--- config.mk ---
export PLATFORM = sky130hd
export DESIGN_NAME = periodic_waveform_generator_unit
export DESIGN_NICKNAME = d
export VERILOG_FILES = /design/src/rtl/pwg_pkg.sv /design/src/rtl/periodic_waveform_generator_unit.sv /design/src/rtl/pwg_divider.sv
export SDC_FILE = /design/constraint.sdc
export NUM_CORES = 2
export LEC_CHECK = 0
export ABC_AREA = 1
export BUFFER_PORTS_ARGS = -buffer_cell sky130_fd_sc_hd__buf_2
export CAP_MARGIN = 30
export CORE_MARGIN = 2
export CORE_UTILIZATION = 35
export DETAILED_ROUTE_END_ITERATION = 10
export GPL_ROUTABILITY_DRIVEN = 1
export GPL_TIMING_DRIVEN = 0
export SYNTH_ARGS = -nofsm -noshare
export SYNTH_HDL_FRONTEND = slang
export SYNTH_SLANG_ARGS = --single-unit
--- constraint.sdc ---
create_clock -name aclk -period 9 [get_ports aclk]
set_clock_uncertainty 0.1 [all_clocks]
set_input_delay 0.9 -clock aclk [delete_from_list [all_inputs] [get_ports aclk]]
set_output_delay 0.9 -clock aclk [all_outputs]
set_load 0.03 [all_outputs]
--- src/rtl/pwg_pkg.sv ---
// Shared constants, types and the quarter-wave sine table of the waveform generator.
// Used by pwg_divider and periodic_waveform_generator_unit; no dependencies.
`default_nettype none

package pwg_pkg;

    // phase and table sizing
    localparam int PHASE_BITS   = 16;
    localparam int SINE_ENTRIES = 1024;
    localparam int LOG2N        = $clog2(SINE_ENTRIES);
    localparam int QTAB_N       = SINE_ENTRIES / 4;
    localparam int QIDX_W       = LOG2N - 2;
    localparam int QV_W         = PHASE_BITS + 1;
    localparam int Y_W          = PHASE_BITS + 2;
    localparam int PROD_W       = 16 + Y_W;

    // item and register widths
    localparam int DATA_W       = 16;
    localparam int SUM_W        = DATA_W + 1;
    localparam int WAVE_W       = 3;
    localparam int CFG_IDX_W    = 3;

    // divider sequencing
    localparam int DIV_STEPS    = SUM_W + PHASE_BITS;
    localparam int DIV_CNT_W    = $clog2(DIV_STEPS);

    // waveform codes
    localparam logic [WAVE_W-1:0] WAVE_SAW     = 3'd0;
    localparam logic [WAVE_W-1:0] WAVE_SINE    = 3'd1;
    localparam logic [WAVE_W-1:0] WAVE_TRI     = 3'd2;
    localparam logic [WAVE_W-1:0] WAVE_PULSE   = 3'd3;
    localparam logic [WAVE_W-1:0] WAVE_INV_SAW = 3'd4;

    // register indexes
    localparam logic [CFG_IDX_W-1:0] REG_WAVEFORM     = 3'd0;
    localparam logic [CFG_IDX_W-1:0] REG_BASE_LEVEL   = 3'd1;
    localparam logic [CFG_IDX_W-1:0] REG_AMPLITUDE    = 3'd2;
    localparam logic [CFG_IDX_W-1:0] REG_PHASE_OFFSET = 3'd3;
    localparam logic [CFG_IDX_W-1:0] REG_PERIOD       = 3'd4;

    // register reset values
    localparam logic [DATA_W-1:0] AMPLITUDE_RESET = 16'd256;
    localparam logic [DATA_W-1:0] PERIOD_RESET    = 16'd1000;

    // pi/2 in Q30
    localparam logic [63:0] HALF_PI_Q30 = 64'd1686629713;

    // divider result towards the sequencer
    typedef struct packed {
        logic                  done;
        logic [DATA_W-1:0]     modulus;
        logic [PHASE_BITS-1:0] fraction;
    } pwg_div_res_t;

    // sin(pi/2 * 4j / SINE_ENTRIES) scaled by 2^PHASE_BITS, series in Q30, elaboration only
    function automatic logic [QV_W-1:0] qsin_entry(input int unsigned j);
        logic [63:0] th;
        logic [63:0] th2;
        logic [63:0] term;
        logic [63:0] prod;
        longint      sum;
        longint      v;
        th   = (HALF_PI_Q30 * 64'(4 * j)) / 64'(SINE_ENTRIES);
        th2  = (th * th) >> 30;
        term = th;
        sum  = longint'(th);
        for (int k = 1; k <= 8; k++) begin
            prod = (term * th2) >> 30;
            case (k)
                1:       term = prod / 64'd6;
                2:       term = prod / 64'd20;
                3:       term = prod / 64'd42;
                4:       term = prod / 64'd72;
                5:       term = prod / 64'd110;
                6:       term = prod / 64'd156;
                7:       term = prod / 64'd210;
                default: term = prod / 64'd272;
            endcase
            if (k % 2 == 1) begin
                sum = sum - longint'(term);
            end else begin
                sum = sum + longint'(term);
            end
        end
        if (sum < 0) begin
            sum = 0;
        end
        v = (sum + (longint'(1) << (29 - PHASE_BITS))) >>> (30 - PHASE_BITS);
        return QV_W'(v);
    endfunction

    // first quadrant packed into one constant vector
    function automatic logic [QTAB_N*QV_W-1:0] qsin_build();
        logic [QTAB_N*QV_W-1:0] tab;
        tab = '0;
        for (int j = 0; j < QTAB_N; j++) begin
            tab[j*QV_W +: QV_W] = qsin_entry(j);
        end
        return tab;
    endfunction

    localparam logic [QTAB_N*QV_W-1:0] QSIN_TAB  = qsin_build();
    localparam logic [QV_W-1:0]        QSIN_PEAK = qsin_entry(QTAB_N);

endpackage

`default_nettype wire

--- src/rtl/periodic_waveform_generator_unit.sv ---
// Periodic waveform generator: time count mod period, phase, wave shape, gain and offset.
// An accepted item passes through the bit-serial divider, which does one compare and subtract
// per cycle, then the shape, multiply and output states; a new item is taken only when idle,
// after the previous result has been loaded into the output register. A zero period skips
// the divider and gives the held result through the output state.
// Reset (aresetn, synchronous): time count and held result cleared, registers to defaults.
// Uses pwg_pkg and pwg_divider.
`default_nettype none

module periodic_waveform_generator_unit (
    input  wire logic                             aclk,
    input  wire logic                             aresetn,
    // configuration writes
    input  wire logic                             cfg_wr_en,
    input  wire logic [pwg_pkg::CFG_IDX_W-1:0]    cfg_index,
    input  wire logic [pwg_pkg::DATA_W-1:0]       cfg_wdata,
    // input items
    input  wire logic                             s_valid,
    output logic                                  s_ready,
    input  wire logic [pwg_pkg::DATA_W-1:0]       s_delta_time,
    // result items
    output logic                                  m_valid,
    input  wire logic                             m_ready,
    output logic signed [pwg_pkg::DATA_W-1:0]     m_wave_out
);

    localparam int PB  = pwg_pkg::PHASE_BITS;
    localparam int DW  = pwg_pkg::DATA_W;
    localparam int YW  = pwg_pkg::Y_W;
    localparam int PW  = pwg_pkg::PROD_W;
    localparam int SCW = PW - PB + 1;
    localparam int RW  = SCW + 1;

    typedef enum logic [2:0] {
        ST_IDLE,
        ST_DIV,
        ST_SHAPE,
        ST_MUL,
        ST_OUT
    } state_t;

    state_t                            state_reg;
    logic [pwg_pkg::WAVE_W-1:0]        waveform_reg;
    logic signed [DW-1:0]              base_level_reg;
    logic signed [DW-1:0]              amplitude_reg;
    logic [DW-1:0]                     phase_offset_reg;
    logic [DW-1:0]                     period_reg;
    logic [DW-1:0]                     time_count_reg;
    logic signed [DW-1:0]              held_reg;
    logic [PB-1:0]                     frac_reg;
    logic signed [YW-1:0]              y_reg;
    logic signed [PW-1:0]              prod_reg;
    logic                              hold_sel_reg;
    logic                              m_valid_reg;
    logic signed [DW-1:0]              m_wave_out_reg;

    logic                              accept;
    logic                              div_start;
    logic [pwg_pkg::SUM_W-1:0]         div_dividend;
    pwg_pkg::pwg_div_res_t             div_res;

    logic [DW+PB-1:0]                  off_wide;
    logic [PB-1:0]                     phase_x;
    logic [PB+pwg_pkg::LOG2N-1:0]      sidx_wide;
    logic [pwg_pkg::LOG2N-1:0]         sidx;
    logic [1:0]                        quad;
    logic [pwg_pkg::QIDX_W-1:0]        qidx;
    logic [pwg_pkg::QV_W-1:0]          qmag;
    logic signed [YW:0]                twox;
    logic signed [YW:0]                saw_w;
    logic signed [YW:0]                inv_w;
    logic signed [YW-1:0]              sine_y;
    logic signed [YW-1:0]              one_y;
    logic                              low_half;
    logic signed [YW-1:0]              y_next;

    logic signed [PW:0]                rnd;
    logic signed [SCW-1:0]             scaled;
    logic signed [RW-1:0]              res;
    logic                              fits;
    logic signed [DW-1:0]              sat;
    logic signed [DW-1:0]              out_next;
    logic                              out_load;

    // handshake
    assign s_ready      = (state_reg == ST_IDLE);
    assign accept       = s_valid && s_ready;
    assign div_start    = accept && (period_reg != '0);
    assign div_dividend = {1'b0, time_count_reg} + {1'b0, s_delta_time};

    pwg_divider u_div (
        .aclk     (aclk),
        .aresetn  (aresetn),
        .start    (div_start),
        .dividend (div_dividend),
        .divisor  (period_reg),
        .result   (div_res)
    );

    // phase: fraction plus offset, wrapped
    always_comb begin
        off_wide  = {phase_offset_reg, PB'(0)} >> DW;
        phase_x   = frac_reg + off_wide[PB-1:0];
        low_half  = (phase_x <= PB'(1 << (PB - 1)));
        twox      = $signed({2'b00, phase_x, 1'b0});
        saw_w     = twox - (YW+1)'(1 << PB);
        inv_w     = (YW+1)'(1 << PB) - twox;
        one_y     = YW'(1 << PB);
    end

    // sine lookup from the first-quadrant table
    always_comb begin
        sidx_wide = {phase_x, pwg_pkg::LOG2N'(0)} >> PB;
        sidx      = sidx_wide[pwg_pkg::LOG2N-1:0];
        quad      = sidx[pwg_pkg::LOG2N-1 -: 2];
        qidx      = quad[0] ? (pwg_pkg::QIDX_W'(0) - sidx[pwg_pkg::QIDX_W-1:0])
                            : sidx[pwg_pkg::QIDX_W-1:0];
        if (quad[0] && (sidx[pwg_pkg::QIDX_W-1:0] == '0)) begin
            qmag = pwg_pkg::QSIN_PEAK;
        end else begin
            qmag = pwg_pkg::QSIN_TAB[qidx*pwg_pkg::QV_W +: pwg_pkg::QV_W];
        end
        sine_y = quad[1] ? -$signed({1'b0, qmag}) : $signed({1'b0, qmag});
    end

    // wave shape select
    always_comb begin
        case (waveform_reg)
            pwg_pkg::WAVE_SINE:    y_next = sine_y;
            pwg_pkg::WAVE_TRI:     y_next = low_half ? saw_w[YW-1:0] : inv_w[YW-1:0];
            pwg_pkg::WAVE_PULSE:   y_next = low_half ? one_y : -one_y;
            pwg_pkg::WAVE_INV_SAW: y_next = inv_w[YW-1:0];
            default:               y_next = saw_w[YW-1:0];
        endcase
    end

    // round half up, add base, saturate to Q8.8
    always_comb begin
        rnd      = (PW+1)'(prod_reg) + (PW+1)'(1 << (PB - 1));
        scaled   = rnd[PW:PB];
        res      = RW'(scaled) + RW'(base_level_reg);
        fits     = (&res[RW-1:DW-1]) || !(|res[RW-1:DW-1]);
        if (fits) begin
            sat = res[DW-1:0];
        end else if (res[RW-1]) begin
            sat = {1'b1, (DW-1)'(0)};
        end else begin
            sat = {1'b0, {(DW-1){1'b1}}};
        end
        out_next = hold_sel_reg ? held_reg : sat;
        out_load = (state_reg == ST_OUT) && (!m_valid_reg || m_ready);
    end

    // sequencer, registers and output stage
    always_ff @(posedge aclk) begin
        if (!aresetn) begin
            state_reg        <= ST_IDLE;
            m_valid_reg      <= 1'b0;
            hold_sel_reg     <= 1'b0;
            waveform_reg     <= pwg_pkg::WAVE_SAW;
            base_level_reg   <= '0;
            amplitude_reg    <= pwg_pkg::AMPLITUDE_RESET;
            phase_offset_reg <= '0;
            period_reg       <= pwg_pkg::PERIOD_RESET;
            time_count_reg   <= '0;
            held_reg         <= '0;
        end else begin
            // configuration writes
            if (cfg_wr_en) begin
                case (cfg_index)
                    pwg_pkg::REG_WAVEFORM:     waveform_reg     <= cfg_wdata[pwg_pkg::WAVE_W-1:0];
                    pwg_pkg::REG_BASE_LEVEL:   base_level_reg   <= cfg_wdata;
                    pwg_pkg::REG_AMPLITUDE:    amplitude_reg    <= cfg_wdata;
                    pwg_pkg::REG_PHASE_OFFSET: phase_offset_reg <= cfg_wdata;
                    pwg_pkg::REG_PERIOD:       period_reg       <= cfg_wdata;
                    default: ;
                endcase
            end

            // output register
            if (out_load) begin
                m_valid_reg    <= 1'b1;
                m_wave_out_reg <= out_next;
                held_reg       <= out_next;
            end else if (m_ready) begin
                m_valid_reg <= 1'b0;
            end

            case (state_reg)
                ST_IDLE: begin
                    if (accept) begin
                        hold_sel_reg <= (period_reg == '0);
                        state_reg    <= (period_reg == '0) ? ST_OUT : ST_DIV;
                    end
                end
                ST_DIV: begin
                    if (div_res.done) begin
                        time_count_reg <= div_res.modulus;
                        frac_reg       <= div_res.fraction;
                        state_reg      <= ST_SHAPE;
                    end
                end
                ST_SHAPE: begin
                    y_reg     <= y_next;
                    state_reg <= ST_MUL;
                end
                ST_MUL: begin
                    prod_reg  <= PW'(amplitude_reg) * PW'(y_reg);
                    state_reg <= ST_OUT;
                end
                ST_OUT: begin
                    if (out_load) begin
                        state_reg <= ST_IDLE;
                    end
                end
                default: state_reg <= ST_IDLE;
            endcase
        end
    end

    assign m_valid    = m_valid_reg;
    assign m_wave_out = m_wave_out_reg;

endmodule

`default_nettype wire

--- src/rtl/pwg_divider.sv ---
// Bit-serial restoring divider: one compare and subtract per cycle.
// Gives (dividend mod divisor) and the fraction bits of the quotient; uses pwg_pkg.
`default_nettype none

module pwg_divider (
    input  wire logic                          aclk,
    input  wire logic                          aresetn,
    input  wire logic                          start,
    input  wire logic [pwg_pkg::SUM_W-1:0]     dividend,
    input  wire logic [pwg_pkg::DATA_W-1:0]    divisor,
    output pwg_pkg::pwg_div_res_t              result
);

    logic                              busy_reg;
    logic                              done_reg;
    logic [pwg_pkg::DIV_CNT_W-1:0]     cnt_reg;
    logic [pwg_pkg::SUM_W-1:0]         src_reg;
    logic [pwg_pkg::DATA_W-1:0]        rem_reg;
    logic [pwg_pkg::DATA_W-1:0]        mod_reg;
    logic [pwg_pkg::PHASE_BITS-1:0]    quo_reg;

    logic [pwg_pkg::DATA_W:0]          trial;
    logic [pwg_pkg::DATA_W+1:0]        diff;
    logic                              ge;
    logic [pwg_pkg::DATA_W-1:0]        rem_next;
    logic [pwg_pkg::PHASE_BITS-1:0]    quo_next;

    // shared compare and subtract
    always_comb begin
        trial    = {rem_reg, src_reg[pwg_pkg::SUM_W-1]};
        diff     = {1'b0, trial} - {2'b00, divisor};
        ge       = ~diff[pwg_pkg::DATA_W+1];
        rem_next = ge ? diff[pwg_pkg::DATA_W-1:0] : trial[pwg_pkg::DATA_W-1:0];
        quo_next = {quo_reg[pwg_pkg::PHASE_BITS-2:0], ge};
    end

    // step sequencing: integer part first, then the fraction bits
    always_ff @(posedge aclk) begin
        if (!aresetn) begin
            busy_reg <= 1'b0;
            done_reg <= 1'b0;
            cnt_reg  <= '0;
        end else begin
            done_reg <= 1'b0;
            if (start) begin
                busy_reg <= 1'b1;
                cnt_reg  <= '0;
                src_reg  <= dividend;
                rem_reg  <= '0;
            end else if (busy_reg) begin
                src_reg <= {src_reg[pwg_pkg::SUM_W-2:0], 1'b0};
                rem_reg <= rem_next;
                quo_reg <= quo_next;
                cnt_reg <= cnt_reg + 1'b1;
                if (cnt_reg == pwg_pkg::DIV_CNT_W'(pwg_pkg::SUM_W - 1)) begin
                    mod_reg <= rem_next;
                end
                if (cnt_reg == pwg_pkg::DIV_CNT_W'(pwg_pkg::DIV_STEPS - 1)) begin
                    busy_reg <= 1'b0;
                    done_reg <= 1'b1;
                end
            end
        end
    end

    assign result.done     = done_reg;
    assign result.modulus  = mod_reg;
    assign result.fraction = quo_reg;

endmodule

`default_nettype wire
==> out/results.ini <==
[detailed_routing]
dr.first_iter.drc_count=2808
totalWireLength_um=106000
num_vias=26500
wl_per_cell_um=20.9
vias_per_cell=5.21
firstDrtPassIters=7
drc=0
ant_nets=0

[die]
coreArea_um2=81700
start_util_pct=35.2
chipHeight_um=291
rows=105
fp.dieArea_um2=84600
die_x_um=291
num_io_pins=58

[critical_path]
path_buf_inv=8
critPathSlowestCell=fa_1
cp_max_fo=10
criticalPathCategory=reg2reg
crit_start=y_reg[7]
critPathTopFamily=adder cells
max_stage_delay_ns=0.56
crit_path_start_kind=register
critPathRequiredTime_ns=9.20
cp.arrival_ns=7.99
r2r_start=y_reg[7]
endpoint_kind=register

[global_route]
grt_usage_pct=25.0
antenna_found_initial=2
gr-total-overflow=0
grt_pass1_vias=26300
grt_pass1_wl_um=161000
grt_max_degree=20

[finish]
final_net_count=4508
fin_util_pct=38.5
num-fill-cells=8637
largest_register_ffs=19
synthToLayoutAreaGrowth_pct=9.19
drive_gt1_share_pct=6.41

[clock_tree]
clk_latency_ns=0.58
cts_buffer_depth=3
cts.sinks=246
clock-root-buffer=clkbuf_16
htree_levels=1
post_cts_resized=0
numCtsBuffers=26
cts_tree=yes
cts_setup_buffers=0
clk_pin_slew_ns=0.08
cts_hold_buffers=0

[run]
max_cap_viol_count=0

[yosys]
ys_ff_latch=246
synth_top_family_by_area=adder cells
synth_mux_area_share_pct=0
synth_top_area_cell=fa_1
synth_edf_count=134
synth_area_um2=28800
synth_seq_area_share_pct=21.8
ys_top_cells_by_area=fa_1 (20%), edfxtp_1 (14%), nand2_1 (12%)
yosys_warnings=0
synth_compound_gate_area_share_pct=8.82
yosys.area_share.simple_pct=25.7
synth_cell_types=52
syn_inst=3911
syn_area_per_cell_um2=7.36
async_flop_share_pct=0
synth_top_area_share_pct=20.4
synthAdderAreaFrac_pct=27.8
synth-xor-area-share_pct=3.19
synth_flop_cell=edfxtp_1
syn_nets=4416

[placement]
dp_slack_ns=1.21
globalplace.congestion=1.03
port_buffers=56
dp_hpwl_um=83800

[timing]
rsz0062_at_grt=false
setup_tns_ns=0
slew_viol_final=0
min_period_ns=7.80
hold_viol=0
layout_setup_ws_ns=1.20
fin_hold_ws_ns=0.326
worst_slew_pin_slew_ns=0.960
report.final.setup_viol=0
max_freq_ghz=0.128
fin_crit_sh_pct=86.6
relSlewSlack_pct=35.9

[hold_path]
hold_path.class=reg2reg
hp-start=u_div.quo_reg[15]

[power_and_ir_drop]
peakVddDrop_uv=126
powerDensity_nw_per_um2=157
power_leakage_nw=16.2

[run_status]
status=complete, no violations

==> power by group <==
part	switching, W	internal, W	leakage, nW
sequential	0.0000463	0.00136	2.13
combinational	0.00165	0.000774	13.6
clock	0.000482	0.000616	0.437
==> cells by family after synthesis <==
family	Yosys count
AO/OA/AOI/OAI	469
adder cells (fa/ha/maj)	465
AND/OR/NAND/NOR	1712
buffers and inverters	915
flip-flops	246
XOR/XNOR	104
==> per-layer routing <==
layer	part of all wire (%)	global-route usage, %	wire, µm
met5	0	0	0
met4	6.2	13.6	6630
met3	7.8	3.58	8270
met2	46	41.1	48500
met1	40	31.8	43100
==> through the flow <==
step / total power (W) / cell area, µm² / cells
floorplan: 0.00301 / 28800 / 3911
CTS: 0.00492 / 31400 / 5093
global placement: 0.00380 / 30400 / 5037
global route: 0.00526 / 31400 / 5093
finish: 0.00493 / 31400 / 5094
detailed placement: 0.00381 / 30600 / 5045
==> worst paths after layout <==
path	to	slack [ns]	cells after the start
worst max register to register	prod_reg[33]	1.20	26
worst min register to register	frac_reg[15]	0.33	0
worst min-delay path	frac_reg[15]	0.33	0
worst max-delay path	prod_reg[33]	1.20	26
==> cells in the mapped netlist, types with 23 or more instances <==
cell type / count
buf_2: 31
edfxtp_1: 134
nand3_1: 392
nor2_1: 245
ha_1: 172
fa_1: 293
inv_1: 724
dfxtp_1: 112
nand3_2: 23
xnor2_1: 36
nand2_1: 926
a21oi_1: 186
o211ai_1: 23
o21ai_0: 191
clkbuf_1: 102
xor2_1: 67
nand4_1: 31
==> layout by cell type, fill, tap and decap left out, types with 12 or more instances in the layout <==
master,Yosys,final
clkbuf_1,102,107
nand3_2,23,23
nand2_2,18,18
xor2_1,67,67
buf_2,31,88
inv_1,724,724
o211ai_1,23,23
a211oi_1,17,17
clkbuf_16,0,27
a21oi_1,186,185
dfxtp_1,112,112
o21ai_0,191,191
nand3_1,392,392
nor2_2,9,12
nand2_1,926,926
nand4_1,31,31
nor3_1,19,19
o21ai_1,13,13
fa_1,293,293
ha_1,172,172
nor2_1,245,242
buf_4,21,24
edfxtp_1,134,134
or2_2,14,14
xnor2_1,36,36
==> cell type report <==
cell class                      instances  area (µm²)  share of cell area [%]
Clock inverter                          9        85.1                   0.271
Buffer                                177         876                    2.79
Tap cell                             1070        1340                    4.26
Inverter                              738        2780                    8.83
Antenna cell                            1        2.50                 0.00796
Timing Repair Buffer                   64         405                    1.29
Multi-Input combinational cell       2750       18900                    60.1
Clock buffer                           39         791                    2.51
Sequential cell                       246        6270                    19.9
No activity file was read; power rests on OpenSTA's default activity.
